File: src/design/rrts_pkg.sv
`default_nettype none
// ----------------------------------------------------------------------------
// rrts_pkg
// Shared constants and types for the round-robin task scheduler.
// ----------------------------------------------------------------------------
package rrts_pkg;

  localparam int unsigned TASK_COUNT = 8;
  localparam int unsigned IDX_W      = (TASK_COUNT > 1) ? $clog2(TASK_COUNT) : 1;
  localparam int unsigned TICK_W     = 32;
  localparam int unsigned OP_W       = 2;
  localparam int unsigned RUN_OUT_W  = 3;
  localparam int unsigned MASK_OUT_W = 8;

  typedef enum logic [OP_W-1:0] {
    OP_TICK   = 2'd0,
    OP_DELAY  = 2'd1,
    OP_SWITCH = 2'd2,
    OP_NONE   = 2'd3
  } op_e;

  typedef enum logic [1:0] {
    ST_IDLE,
    ST_TICK,
    ST_SWITCH,
    ST_DONE
  } state_e;

  typedef logic [IDX_W-1:0]  idx_t;
  typedef logic [TICK_W-1:0] tick_t;

endpackage
`default_nettype wire

File: src/design/round_robin_task_scheduler.sv
`default_nettype none
// ----------------------------------------------------------------------------
// round_robin_task_scheduler
// Round-robin scheduler with tick-based task delay; wake times live in a RAM.
// ----------------------------------------------------------------------------
// Sequencing: a delay or unused op goes from idle straight to done; tick
//   walks wake-time RAM entries 1..TASK_COUNT-1, one read per cycle, and
//   ends once the last read is checked; switch probes one candidate per
//   cycle until a ready task is found or every task is tried. One event in
//   flight; a new beat is taken once the result is in the output register.
// Reset: counter, running task and blocked flags clear at once; no sweep.
module round_robin_task_scheduler
  import rrts_pkg::*;
(
  input  wire logic                  clk_i,
  input  wire logic                  rst_ni,
  input  wire logic                  in_valid_i,
  output logic                       in_ready_o,
  input  wire logic [OP_W-1:0]       op_i,
  input  wire logic [TICK_W-1:0]     delay_ticks_i,
  output logic                       out_valid_o,
  input  wire logic                  out_ready_i,
  output logic [RUN_OUT_W-1:0]       running_task_o,
  output logic                       switch_requested_o,
  output logic [MASK_OUT_W-1:0]      ready_mask_o,
  output logic [TICK_W-1:0]          tick_now_o
);

  localparam idx_t LAST_IDX = idx_t'(TASK_COUNT - 1);

  state_e state_q, state_d;

  tick_t                 tick_q, tick_d;
  idx_t                  run_q, run_d;
  logic [TASK_COUNT-1:0] blocked_q, blocked_d;
  logic                  req_q, req_d;
  idx_t                  idx_q, idx_d;
  logic                  iss_q, iss_d;
  logic                  chk_q, chk_d;
  idx_t                  chk_idx_q, chk_idx_d;
  idx_t                  cnt_q, cnt_d;

  logic                  out_valid_q, out_valid_d;
  logic [RUN_OUT_W-1:0]  out_run_q, out_run_d;
  logic                  out_req_q, out_req_d;
  logic [MASK_OUT_W-1:0] out_mask_q, out_mask_d;
  tick_t                 out_tick_q, out_tick_d;

  logic  ram_we;
  idx_t  ram_addr;
  tick_t ram_wdata;
  tick_t ram_rdata;

  logic  accept;
  logic  out_free;
  op_e   op;

  assign op       = op_e'(op_i);
  assign accept   = in_valid_i && in_ready_o;
  assign out_free = !out_valid_q || out_ready_i;

  rrts_wake_ram #(
    .DEPTH(TASK_COUNT),
    .WIDTH(TICK_W)
  ) u_wake_ram (
    .clk_i  (clk_i),
    .we_i   (ram_we),
    .addr_i (ram_addr),
    .wdata_i(ram_wdata),
    .rdata_o(ram_rdata)
  );

  // next state
  always_comb begin
    state_d = state_q;
    unique case (state_q)
      ST_IDLE: begin
        if (in_valid_i) begin
          unique case (op)
            OP_TICK:   state_d = ST_TICK;
            OP_SWITCH: state_d = ST_SWITCH;
            default:   state_d = ST_DONE;
          endcase
        end
      end
      ST_TICK: begin
        if (!iss_q && chk_q) begin
          state_d = ST_DONE;
        end
      end
      ST_SWITCH: begin
        if (!blocked_q[idx_q] || cnt_q == LAST_IDX) begin
          state_d = ST_DONE;
        end
      end
      ST_DONE: begin
        if (out_free) begin
          state_d = ST_IDLE;
        end
      end
      default: state_d = ST_IDLE;
    endcase
  end

  // datapath and outputs
  always_comb begin
    tick_d      = tick_q;
    run_d       = run_q;
    blocked_d   = blocked_q;
    req_d       = req_q;
    idx_d       = idx_q;
    iss_d       = iss_q;
    chk_d       = 1'b0;
    chk_idx_d   = chk_idx_q;
    cnt_d       = cnt_q;
    out_valid_d = out_valid_q;
    out_run_d   = out_run_q;
    out_req_d   = out_req_q;
    out_mask_d  = out_mask_q;
    out_tick_d  = out_tick_q;
    ram_we      = 1'b0;
    ram_addr    = idx_q;
    ram_wdata   = tick_q + delay_ticks_i;
    in_ready_o  = (state_q == ST_IDLE);

    if (out_valid_q && out_ready_i) begin
      out_valid_d = 1'b0;
    end

    unique case (state_q)
      ST_IDLE: begin
        if (in_valid_i) begin
          req_d = 1'b0;
          unique case (op)
            OP_TICK: begin
              tick_d = tick_q + 1'b1;
              req_d  = 1'b1;
              idx_d  = idx_t'(1);
              iss_d  = 1'b1;
            end
            OP_DELAY: begin
              if (run_q != '0) begin
                ram_we           = 1'b1;
                ram_addr         = run_q;
                blocked_d[run_q] = 1'b1;
                req_d            = 1'b1;
              end
            end
            OP_SWITCH: begin
              idx_d = (run_q == LAST_IDX) ? '0 : run_q + 1'b1;
              cnt_d = '0;
            end
            default: ;
          endcase
        end
      end
      ST_TICK: begin
        if (chk_q && blocked_q[chk_idx_q] && ram_rdata == tick_q) begin
          blocked_d[chk_idx_q] = 1'b0;
        end
        if (iss_q) begin
          chk_d     = 1'b1;
          chk_idx_d = idx_q;
          if (idx_q == LAST_IDX) begin
            iss_d = 1'b0;
          end else begin
            idx_d = idx_q + 1'b1;
          end
        end
      end
      ST_SWITCH: begin
        if (!blocked_q[idx_q]) begin
          run_d = idx_q;
        end else if (cnt_q == LAST_IDX) begin
          run_d = '0;
        end else begin
          idx_d = (idx_q == LAST_IDX) ? '0 : idx_q + 1'b1;
          cnt_d = cnt_q + 1'b1;
        end
      end
      ST_DONE: begin
        if (out_free) begin
          out_valid_d = 1'b1;
          out_run_d   = RUN_OUT_W'(run_q);
          out_req_d   = req_q;
          out_mask_d  = MASK_OUT_W'(~blocked_q);
          out_tick_d  = tick_q;
        end
      end
      default: ;
    endcase
  end

  always_ff @(posedge clk_i or negedge rst_ni) begin
    if (!rst_ni) begin
      state_q     <= ST_IDLE;
      tick_q      <= '0;
      run_q       <= '0;
      blocked_q   <= '0;
      iss_q       <= 1'b0;
      chk_q       <= 1'b0;
      out_valid_q <= 1'b0;
    end else begin
      state_q     <= state_d;
      tick_q      <= tick_d;
      run_q       <= run_d;
      blocked_q   <= blocked_d;
      iss_q       <= iss_d;
      chk_q       <= chk_d;
      out_valid_q <= out_valid_d;
    end
  end

  always_ff @(posedge clk_i) begin
    req_q      <= req_d;
    idx_q      <= idx_d;
    chk_idx_q  <= chk_idx_d;
    cnt_q      <= cnt_d;
    out_run_q  <= out_run_d;
    out_req_q  <= out_req_d;
    out_mask_q <= out_mask_d;
    out_tick_q <= out_tick_d;
  end

  assign out_valid_o        = out_valid_q;
  assign running_task_o     = out_run_q;
  assign switch_requested_o = out_req_q;
  assign ready_mask_o       = out_mask_q;
  assign tick_now_o         = out_tick_q;

endmodule
`default_nettype wire

File: src/design/rrts_wake_ram.sv
`default_nettype none
// ----------------------------------------------------------------------------
// rrts_wake_ram
// Single-port synchronous RAM holding per-task wake times, registered read.
// ----------------------------------------------------------------------------
module rrts_wake_ram #(
  parameter int unsigned DEPTH = 8,
  parameter int unsigned WIDTH = 32,
  localparam int unsigned AW   = (DEPTH > 1) ? $clog2(DEPTH) : 1
) (
  input  wire logic             clk_i,
  input  wire logic             we_i,
  input  wire logic [AW-1:0]    addr_i,
  input  wire logic [WIDTH-1:0] wdata_i,
  output logic      [WIDTH-1:0] rdata_o
);

  logic [WIDTH-1:0] mem [DEPTH];

  always_ff @(posedge clk_i) begin
    if (we_i) begin
      mem[addr_i] <= wdata_i;
    end
    rdata_o <= mem[addr_i];
  end

endmodule
`default_nettype wire

File: config.mk
export PLATFORM = sky130hd
export DESIGN_NAME = round_robin_task_scheduler
export DESIGN_NICKNAME = d
export VERILOG_FILES = /design/src/design/rrts_pkg.sv /design/src/design/round_robin_task_scheduler.sv /design/src/design/rrts_wake_ram.sv
export SDC_FILE = /design/constraint.sdc
export NUM_CORES = 1
export LEC_CHECK = 0
export BUFFER_PORTS_ARGS = -buffer_cell sky130_fd_sc_hd__buf_2
export CAP_MARGIN = 10
export CORE_MARGIN = 3
export CORE_UTILIZATION = 66
export DETAILED_ROUTE_END_ITERATION = 8
export GPL_ROUTABILITY_DRIVEN = 1
export PLACE_DENSITY = 0.85
export SLEW_MARGIN = 20
export SYNTH_ARGS = -nofsm -noshare
export SYNTH_HDL_FRONTEND = slang
export SYNTH_SLANG_ARGS = --single-unit
export TNS_END_PERCENT = 20
File: constraint.sdc
create_clock -name clk_i -period 11.9 [get_ports clk_i]
set_input_delay 2.38 -clock clk_i [delete_from_list [all_inputs] [get_ports clk_i]]
set_output_delay 2.38 -clock clk_i [all_outputs]
set_load 0.01 [all_outputs]
==> summary.md, run 1 <==
| Metric | Value |
|---|---|
| Post-synthesis compound-gate area fraction | `0.108` |
| Most common cell after layout, fill and taps aside | `edfxtp_1` |
| Rel. slew slack | `0.293` |
| PortBufs | `83` |
| Flops & latches, synth | `390` |
| Post-synthesis mux area share | `0.00651` |
| CTS Sinks | `390` |
| Placed insts | `1,684` |
| Worst R2R Path Depth | `11` |
| Req. time, crit path | `12,320 ps` |
| Pwr/cell area | `221 nW/um2` |
| Total Routing Usage GR | `0.297` |
| Global-route wire length before repair | `63.7 mm` |
| Cell count after synthesis | `1,313` |
| Post-Synth Adder-Cell Area | `0.0334` |
| Antenna viol nets, final | `0` |
| Insertion delay to the later sink of the worst-skew pair | `530 ps` |
| Post-CTS Resized | `0` |
| Avg Vias per Cell | `6.52` |
| Num CTS Buffers | `38` |
| Post-Layout Cell Count | `1,754` |
| GR Overflow Total | `0` |
| R2R Path Start | `run_q[0]` |
| Tmin final | `5570 ps` |
| Crit end category | `flop` |
| Area delta synth->final | `11.0%` |
| Simple-gate share of the synthesized area | `0.126` |
| Largest net degree at the start of global routing | `95` |
| H-tree depth | `2` |
| Hold Path Origin | `req_q` |
| Synthesized Nets | `1,396` |
| Initial core utilization | `0.675` |
| Vias in the first global route | `11,300` |
| RSZ-0062 raised after global routing | `no` |
| Post-synth cell types | `70` |
| Peak supply drop | `0.216 mV` |
| Synth top area cells | `edfxtp_1, dfrtp_1, nand2_1` |
| Reg2reg setup slack | `7190 ps` |
| Remaining DRCs | `0` |
| Max cap viols | `0` |
| Max Clk Rate | `0.180 GHz` |
| Die Y | `167 um` |
| DR WL/cell | `23.9 um` |
| EDFF count, synth | `310` |
| Die area | `27,900 um2` |
| Final core occ | `0.750` |
| Period utilization | `0.468` |
| Standard-cell rows | `58` |
| Static Leak | `7.09 nW` |
| Synthesis Warnings | `0` |
| Syn Area/Cell | `13.0 um2` |
| Setup Fix Bufs, Post-CTS | `0` |
| Maximum clock insertion buffer count | `3` |
| PnR Total Power | `4.21 mW` |
| Skew final | `15.7 ps` |
| TNS Setup | `0 ps` |
| Drt pass-1 iters | `5` |
| Min-Delay Endpoint | `switch_requested_o` |
| Reg2Reg Capture Point | `u_wake_ram.rdata_o[31]` |
| HP Class | `reg -> reg` |
| Initial antenna violation count | `0` |
| Share of layout cells above drive strength 1 | `0.150` |
| Chip width | `167 um` |
| Worst Path Max Fanout | `86` |
| Root buffer cell | `clkbuf_16` |
| Core area | `25,300 um2` |
| GP Congestion | `0.922` |
| TritonCTS clock tree | `built` |
| Slew Viols, Final | `0` |
| Setup CP Type | `in -> reg` |
| Iter 0 DRT Violations | `1,435` |
| Reg clk slew, reported paths | `70 ps` |
| Worst slew pin tran | `1060 ps` |
| Synthesized cell area | `17,100 um2` |
| Status | `completed` |
| Post-synthesis xor/xnor area fraction | `0.0476` |
| HPWL after DPL | `24.8 mm` |
| IO Pins | `84` |
| WP data arrival | `5990 ps` |
| Ys flop type | `edfxtp_1` |
| Most frequent cells in the layout | `edfxtp_1, nand2_1, nand3_1, buf_2, xnor2_1` |
| Worst Setup Start Kind | `input port` |
| Multi-input gate area | `5580 um2` |
| Hold_buf cts | `0` |
| Register area share after synthesis | `0.652` |
| DRT Wirelength | `41.8 mm` |
| Yosys top cell area share | `0.544` |
| Post-synth ARST share | `0.123` |
| Hold path cells | `0` |
| Final hold viol count | `0` |
| Filler cells | `1,475` |
| Main combinational cell family by area after synthesis | `simple AND/OR/NAND/NOR gates` |
| Cell taking the most area after synthesis | `edfxtp_1` |
| N_diodes | `0` |
| Sequential Area | `11,200 um2` |
| Final Net Count | `1,477` |
| Final setup fails | `0` |
| Via count | `11,400` |
==> metal layers <==
metal | global-route usage | part of all wire | up-vias
met5 | 0 | 0 | -
met3 | 0.0487 | 0.098 | 136
li1 | - | - | 5036
met2 | 0.488 | 0.48 | 732
met1 | 0.391 | 0.37 | 5531
met4 | 0.141 | 0.050 | 0
==> flip-flops by register name, summed over array words and instances, names as in the netlist <==
register and flops:
req_q 1, switch_requested_o 1, run_q 3, ready_mask_o 8, blocked_q 8, u_wake_ram.rdata_o 32, cnt_q 3, out_valid_o 1
running_task_o 3, tick_q 32, tick_now_o 32, state_q 2, chk_q 1, iss_q 1, idx_q 3, u_wake_ram.mem 256
chk_idx_q 3
==> synthesized netlist by cell type, types with 7 or more instances <==
cell type	count
edfxtp_1	310
nand2_1	230
nand3_1	83
xnor2_1	59
a21oi_1	50
dfrtp_1	48
ha_1	44
xor2_1	34
buf_2	32
dfxtp_1	32
a311oi_1	31
a31o_1	31
inv_1	27
nor2b_1	27
o21ai_0	27
a211oi_2	26
nor2_1	24
a21o_1	22
nand4_1	14
and2_1	13
clkbuf_1	13
and3_1	12
and2b_1	11
nor4_1	11
a211oi_1	9
nor3_1	9
o21bai_1	7
==> cells by family (layout without fill, tap and decap cells) <==
group	count (synthesis)	after routing
AOI/OAI and AO/OA	240	240
and+or+nand+nor	455	455
buffers and inverters	84	195
DFF	390	390
adders and majority gates	45	45
muxes	6	6
xor gates and xnor gates	93	93
==> stage by stage <==
step	setup slack (ps)	instance area, um2	hold slack [ps]
after floorplan	4830	17100	400
after global placement	6140	17800	425
after detailed placement	6010	17800	416
after CTS	6420	19000	442
after global routing	6190	19000	445
final	6330	19000	445
==> critical path: stages <==
cell and delay (ps):
buf_2 130, and4b_1 310, nand2b_1 380, a21oi_4 260
buf_4 750, buf_4 750, nor2b_1 150, a211oi_1 380
a311oi_1 130, a31o_1 270
==> power by group <==
group	switching [mW]	internal (mW)
logic	0.801	0.418
registers	0.130	1.70
clock network	0.497	0.661
==> worst max path at each step <==
stage / start / end / slack (ps)
global placement: op_i[1] / u_wake_ram.rdata_o[26] / 6140
global route: op_i[1] / u_wake_ram.rdata_o[31] / 6190
detailed placement: op_i[1] / u_wake_ram.rdata_o[23] / 6010
CTS: op_i[1] / u_wake_ram.rdata_o[31] / 6420
finish: op_i[1] / u_wake_ram.rdata_o[31] / 6330
floorplan: op_i[1] / u_wake_ram.mem[0][0] / 4830
==> cell type report <==
type,count,share of cell area
clock buffer,53,0.0568
clock inverter,17,0.00731
inverter,27,0.00534
multi-input combinational,839,0.294
sequential,390,0.587
tap,330,0.0217
timing repair buffer,98,0.0278
(Power assumes the default switching activity.)
==> run 2, diff against run 1 <==
--- a/config.mk
+++ b/config.mk
@@ -8,10 +8,10 @@
 export BUFFER_PORTS_ARGS = -buffer_cell sky130_fd_sc_hd__buf_2
 export CAP_MARGIN = 10
 export CORE_MARGIN = 3
-export CORE_UTILIZATION = 66
+export CORE_UTILIZATION = 61
 export DETAILED_ROUTE_END_ITERATION = 8
 export GPL_ROUTABILITY_DRIVEN = 1
-export PLACE_DENSITY = 0.85
+export PLACE_DENSITY = 0.79
 export SLEW_MARGIN = 20
 export SYNTH_ARGS = -nofsm -noshare
 export SYNTH_HDL_FRONTEND = slang
==> constraint.sdc (replaced) <==
create_clock -name clk_i -period 5.3 [get_ports clk_i]
set_input_delay 1.06 -clock clk_i [delete_from_list [all_inputs] [get_ports clk_i]]
set_output_delay 1.06 -clock clk_i [all_outputs]
set_load 0.01 [all_outputs]
==> run 2 against run 1 <==
Against the previous run:
- sequential share of layout area down 0.34 points
- routed wire length down 6.5%
- clock power up 130%
- global-route usage down 3.8 points
- hold slack worse by 16 ps
- sequential power up 120%
- setup slack worse by 4900 ps
- utilization down 4.9 points
- via count down 3.5%
- critical path type is now reg -> reg
- critical endpoint is now u_wake_ram.rdata_o[21]
- largest cell class unchanged
==> summary.md, run 2 (synthesized netlist as in run 1, its figures left out) <==
| Metric | Value |
|---|---|
| GP Congestion | `0.988 (was 0.922)` |
| HPWL after DPL | `24.1 mm (was 24.8 mm)` |
| Post-Layout Cell Count | `1,797 (was 1,754)` |
| Setup CP Type | `reg -> reg (was in -> reg)` |
| Most common cell after layout, fill and taps aside | `edfxtp_1 (unchanged)` |
| Area delta synth->final | `11.7% (was 11.0%)` |
| Final Net Count | `1,478 (was 1,477)` |
| Rel. slew slack | `0.370 (was 0.293)` |
| Post-CTS Resized | `0 (unchanged)` |
| Skew final | `13.4 ps (was 15.7 ps)` |
| Worst Setup Start Kind | `flop (was input port)` |
| Static Leak | `7.13 nW (was 7.09 nW)` |
| Maximum clock insertion buffer count | `3 (unchanged)` |
| Largest Register | `u_wake_ram.mem (unchanged)` |
| Max Clk Rate | `0.260 GHz` |
| Final setup fails | `0 (unchanged)` |
| Hold Path Origin | `req_q (unchanged)` |
| Crit end category | `flop (unchanged)` |
| Core area | `27,300 um2 (was 25,300 um2)` |
| Placed insts | `1,726 (was 1,684)` |
| Hold path cells | `0 (unchanged)` |
| WP data arrival | `4240 ps (was 5990 ps)` |
| Iter 0 DRT Violations | `1,343 (was 1,435)` |
| Vias in the first global route | `11,000 (was 11,300)` |
| Crit path from | `run_q[0] (was op_i[1])` |
| N_diodes | `0 (unchanged)` |
| Hold_buf cts | `0 (unchanged)` |
| PortBufs | `83 (unchanged)` |
| DR WL/cell | `21.8 um (was 23.9 um)` |
| Largest net degree at the start of global routing | `121 (was 95)` |
| H-tree depth | `2 (unchanged)` |
| Min-Delay Endpoint | `switch_requested_o (unchanged)` |
| GR Overflow Total | `0 (unchanged)` |
| Chip width | `173 um (was 167 um)` |
| Final WS setup | `1460 ps (was 6330 ps)` |
| RSZ-0062 raised after global routing | `no (unchanged)` |
| Worst Path Max Fanout | `50 (was 86)` |
| Worst R2R Path Depth | `9 (was 11)` |
| Drt pass-1 iters | `5 (unchanged)` |
| HP Class | `reg -> reg (unchanged)` |
| Initial core utilization | `0.628 (was 0.675)` |
| Share of layout cells above drive strength 1 | `0.147 (was 0.150)` |
| Global-route wire length before repair | `60.8 mm (was 63.7 mm)` |
| Standard-cell rows | `60 (was 58)` |
| Reg2Reg Capture Point | `u_wake_ram.rdata_o[21] (was u_wake_ram.rdata_o[31])` |
| Final hold viol count | `0 (unchanged)` |
| Via count | `11,000 (was 11,400)` |
| Root buffer cell | `clkbuf_16 (unchanged)` |
| Reg2reg setup slack | `1460 ps (was 7190 ps)` |
| Peak supply drop | `0.403 mV (was 0.216 mV)` |
| Remaining DRCs | `0 (unchanged)` |
| Num CTS Buffers | `39 (was 38)` |
| Pwr/cell area | `493 nW/um2 (was 221 nW/um2)` |
| Antenna viol nets, final | `0 (unchanged)` |
| R2R Path Start | `run_q[0] (unchanged)` |
| Hold slack | `429 ps (was 445 ps)` |
| CTS Sinks | `390 (unchanged)` |
| Reg clk slew, reported paths | `60 ps (was 70 ps)` |
| Instance area at placement | `17,900 um2 (was 17,800 um2)` |
| Post-route cell area | `19,100 um2 (was 19,000 um2)` |
| Insertion delay to the later sink of the worst-skew pair | `530 ps (about the same)` |
| Slew Viols, Final | `0 (unchanged)` |
| Max cap viols | `0 (unchanged)` |
| Worst slew pin tran | `945 ps (was 1060 ps)` |
| DRT Wirelength | `39.1 mm (was 41.8 mm)` |
| Tmin final | `3840 ps` |
| Pre-CTS setup slack | `1280 ps (was 6010 ps)` |
| Most frequent cells in the layout | `edfxtp_1, nand2_1, nand3_1 (was edfxtp_1, nand2_1, nand3_1, buf_2, xnor2_1)` |
| Die Y | `173 um (was 167 um)` |
| Die area | `30,100 um2 (was 27,900 um2)` |
| Avg Vias per Cell | `6.14 (was 6.52)` |
| PnR Total Power | `9.42 mW (was 4.21 mW)` |
| Setup Fix Bufs, Post-CTS | `0 (unchanged)` |
| Total Routing Usage GR | `0.259 (was 0.297)` |
| Period utilization | `0.724` |
| TNS Setup | `0 ps (unchanged)` |
| TritonCTS clock tree | `built (unchanged)` |
| Final core occ | `0.701 (was 0.750)` |
| Initial antenna violation count | `0 (unchanged)` |
| Max FFs per register | `256 (unchanged)` |
| IO Pins | `84 (unchanged)` |
| Status | `completed (unchanged)` |
| Req. time, crit path | `5700 ps (was 12,320 ps)` |
[run 2: cell types whose count changed in the layout (fill, tap and decap cells not counted), sizes merged]
cell / change
bufinv: +2
clkinv: -1
clkbuf: +3
clkinvlp: -3
[run 2: report_power, final]
part | leakage [nW] | switching, mW | internal [mW] | total [mW]
clock | 0.609 | 1.08 | 1.58 | 2.66
combinational | 2.83 | 1.71 | 0.953 | 2.66
sequential | 3.69 | 0.281 | 3.82 | 4.10
total | 7.13 | 3.07 | 6.35 | 9.42
[run 2: layout make-up]
cell class,instances,area [um2]
Fill cell,1800,8150
Inverter,27,101
Timing Repair Buffer,98,556
Clock buffer,56,1090
Sequential cell,390,11200
Tap cell,372,465
Multi-Input combinational cell,839,5580
Clock inverter,15,158
[run 2: critical path, stage by stage (launching register included)]
cell	delay, ps
dfrtp_1	540
inv_1	260
ha_1	190
nor2b_2	280
nand2b_1	590
nor2_1	240
a21oi_4	610
buf_4	620
a311oi_1	120
a31o_1	260
[run 2: worst max-delay path by stage]
stage	end	slack, ps
finish	u_wake_ram.rdata_o[21]	1460
global route	u_wake_ram.rdata_o[21]	1220
CTS	u_wake_ram.rdata_o[21]	1530
detailed placement	u_wake_ram.mem[5][28]	1280
global placement	u_wake_ram.mem[0][28]	1360
floorplan	u_wake_ram.mem[0][0]	-450
[run 2: layer usage]
layer	track usage	part of all wire
met4	0.0878	0.033
met3	0.0464	0.090
met2	0.417	0.48
met1	0.360	0.40
met5	0	0
==> run 3, diff against run 2 <==
==> constraint.sdc (replaced) <==
create_clock -name clk_i -period 3.7 [get_ports clk_i]
set_input_delay 0.74 -clock clk_i [delete_from_list [all_inputs] [get_ports clk_i]]
set_output_delay 0.74 -clock clk_i [all_outputs]
set_load 0.01 [all_outputs]
==> run 3 against run 2 <==
Against the previous run:
- die area stayed put
- utilization is 1.1 points higher
- critical endpoint is now u_wake_ram.mem[6][28]
- non-clock buffer count is 25 higher
- final area is 1.5% higher
- critical path depth stayed put
- maximum frequency is 14% higher
==> summary.md, run 3 (synthesized netlist as in run 1, its figures left out) <==
| Metric | Value |
|---|---|
| Status | `completed (unchanged)` |
| Standard-cell rows | `60 (unchanged)` |
| Worst Setup Start Kind | `flop (unchanged)` |
| Core area | `27,300 um2 (unchanged)` |
| Largest net degree at the start of global routing | `70 (was 121)` |
| Die Y | `173 um (unchanged)` |
| Rel. slew slack | `0.330 (was 0.370)` |
| Area delta synth->final | `13.4% (was 11.7%)` |
| PortBufs | `83 (unchanged)` |
| TritonCTS clock tree | `built (unchanged)` |
| Crit end category | `flop (unchanged)` |
| Reg clk slew, reported paths | `60 ps (about the same)` |
| Net Switching | `4.51 mW (was 3.07 mW)` |
| Met3 usage | `0.0473 (was 0.0464)` |
| Chip width | `173 um (unchanged)` |
| Final Net Count | `1,502 (was 1,478)` |
| Slew Viols, Final | `0 (unchanged)` |
| Most common cell after layout, fill and taps aside | `edfxtp_1 (unchanged)` |
| Pwr/cell area | `696 nW/um2 (was 493 nW/um2)` |
| Largest Register | `u_wake_ram.mem (unchanged)` |
| Num CTS Buffers | `38 (was 39)` |
| Met2 Usage GRT | `0.417 (unchanged)` |
| Critical path's slowest cell | `xnor2_1 (was buf_4)` |
| CP bufs+invs | `0 (was 2)` |
| Initial antenna violation count | `1 (was 0)` |
| Critical path cell sequence | `ha_1, fa_1, a21o_1, a221o_1, a22oi_2, o31ai_1, a21oi_1, o21ai_1, xnor2_1 (was inv_1, ha_1, nor2b_2, nand2b_1, nor2_1, a21oi_4, buf_4, a311oi_1, a31o_1)` |
| Cell internal pwr | `8.99 mW (was 6.35 mW)` |
| Final core occ | `0.712 (was 0.701)` |
| RSZ-0062 raised after global routing | `no (unchanged)` |
| Req. time, crit path | `3920 ps (was 5700 ps)` |
| GP Congestion | `0.971 (was 0.988)` |
| CTS Sinks | `390 (unchanged)` |
| Period utilization | `0.908 (was 0.724)` |
| Iter 0 DRT Violations | `999 (was 1,343)` |
| HP Class | `in -> async (was reg -> reg)` |
| Vias in the first global route | `10,800 (was 11,000)` |
| Insertion delay to the later sink of the worst-skew pair | `520 ps (was 530 ps)` |
| Root buffer cell | `clkbuf_16 (unchanged)` |
| DRT Wirelength | `39.4 mm (was 39.1 mm)` |
| Setup Fix Bufs, Post-CTS | `0 (unchanged)` |
| Most frequent cells in the layout | `edfxtp_1, nand2_1, nand3_1, buf_2, xnor2_1 (was edfxtp_1, nand2_1, nand3_1)` |
| Crit-path max cell delay | `570 ps (was 620 ps)` |
| Remaining DRCs | `0 (unchanged)` |
| Met1 Track Usage GR | `0.351 (was 0.360)` |
| DR WL/cell | `21.7 um (was 21.8 um)` |
| Reg power frac | `0.432 (was 0.435)` |
| Max FFs per register | `256 (unchanged)` |
| Worst Path Max Fanout | `8 (was 50)` |
| Final hold viol count | `0 (unchanged)` |
| Logic pwr share | `0.302 (was 0.283)` |
| Initial core utilization | `0.628 (unchanged)` |
| GR Overflow Total | `0 (unchanged)` |
| Max Clk Rate | `0.298 GHz (was 0.260 GHz)` |
| Post-CTS Resized | `0 (unchanged)` |
| Clk pwr share | `0.266 (was 0.283)` |
| Setup CP Type | `reg -> reg (unchanged)` |
| Max cap viols | `0 (unchanged)` |
| Final setup fails | `0 (unchanged)` |
| PnR Total Power | `13.5 mW (was 9.42 mW)` |
| H-tree depth | `2 (unchanged)` |
| Global-route wire length before repair | `60.1 mm (was 60.8 mm)` |
| Worst slew pin tran | `1010 ps (was 945 ps)` |
| Avg Vias per Cell | `6.06 (was 6.14)` |
| N_diodes | `0 (unchanged)` |
| Die area | `30,100 um2 (unchanged)` |
| Tmin final | `3360 ps (was 3840 ps)` |
| Sw Share | `0.334 (was 0.326)` |
| Antenna viol nets, final | `0 (unchanged)` |
| Post-route cell area | `19,400 um2 (was 19,100 um2)` |
| Drt pass-1 iters | `5 (unchanged)` |
| Static Leak | `7.26 nW (was 7.13 nW)` |
| Maximum clock insertion buffer count | `3 (unchanged)` |
| Peak supply drop | `0.378 mV (was 0.403 mV)` |
| GR peak layer | `met2 (unchanged)` |
| IO Pins | `84 (unchanged)` |
| Filler cells | `1,770 (was 1,800)` |
| Skew final | `19.9 ps (was 13.4 ps)` |
| HPWL after DPL | `24.9 mm (was 24.1 mm)` |
| Total Routing Usage GR | `0.258 (was 0.259)` |
| Share of layout cells above drive strength 1 | `0.165 (was 0.147)` |
| Worst path top cell family by delay | `compound AO/OA/AOI/OAI gates (was simple AND/OR/NAND/NOR gates)` |
| Instance area at placement | `18,200 um2 (was 17,900 um2)` |
| Via count | `11,000 (about the same)` |
| Hold_buf cts | `0 (unchanged)` |
| WP data arrival | `3580 ps (was 4240 ps)` |
## run 3: changes by cell type in the layout (fill, tap and decap cells not counted), moves of 6 or more
cell	delta
buf_12	+10
buf_4	+14
nor4_2	-6
nor4_4	+6
## run 3: power by group through the flow
stage	sequential (mW)	combinational [mW]	clock [mW]
final	5.83	4.08	3.60
after global routing	5.88	4.42	3.83
after floorplan	5.87	2.83	0
after detailed placement	5.91	4.03	0
after CTS	5.82	4.07	3.65
after global placement	5.90	3.94	0
## run 3: final cells by class
type / count / area, um2 / area share
flip-flops and latches: 390 / 11200 / 0.575
multi-input cells: 839 / 5650 / 0.291
clock buffers: 51 / 1030 / 0.0531
repair buffers: 123 / 866 / 0.0446
well taps: 372 / 465 / 0.0240
clock inverters: 17 / 133 / 0.00684
inverters: 27 / 101 / 0.00523
## run 3: per-layer routing
layer	wire length, um	vias up
met5	10	-
li1	-	5077
met4	1350	2
met3	2780	86
met1	16600	5436
met2	18700	421
## run 3: path summary, 6_finish.rpt
path                            from               endpoint  slack, ps  cells after the start
setup / recovery           tick_q[0]  u_wake_ram.mem[6][28]        340                      9
hold / removal                rst_ni              tick_q[8]        270                      1
setup reg to reg           tick_q[0]  u_wake_ram.mem[6][28]        340                      9
hold reg to reg                req_q     switch_requested_o        440                      0
max in group asynchronous     rst_ni           blocked_q[7]       2650                      2
min in group clk_i             req_q     switch_requested_o        440                      0
## run 3: metrics by stage
stage	setup TNS [ps]	worst slack (ps)	std cells	hold slack, ps
detailed placement	0	9.31	1751	425
global route	0	174	1819	307
CTS	0	344	1819	281
finish	0	342	1819	271
floorplan	-59510	-417	1313	400
global placement	0	76.5	1751	408
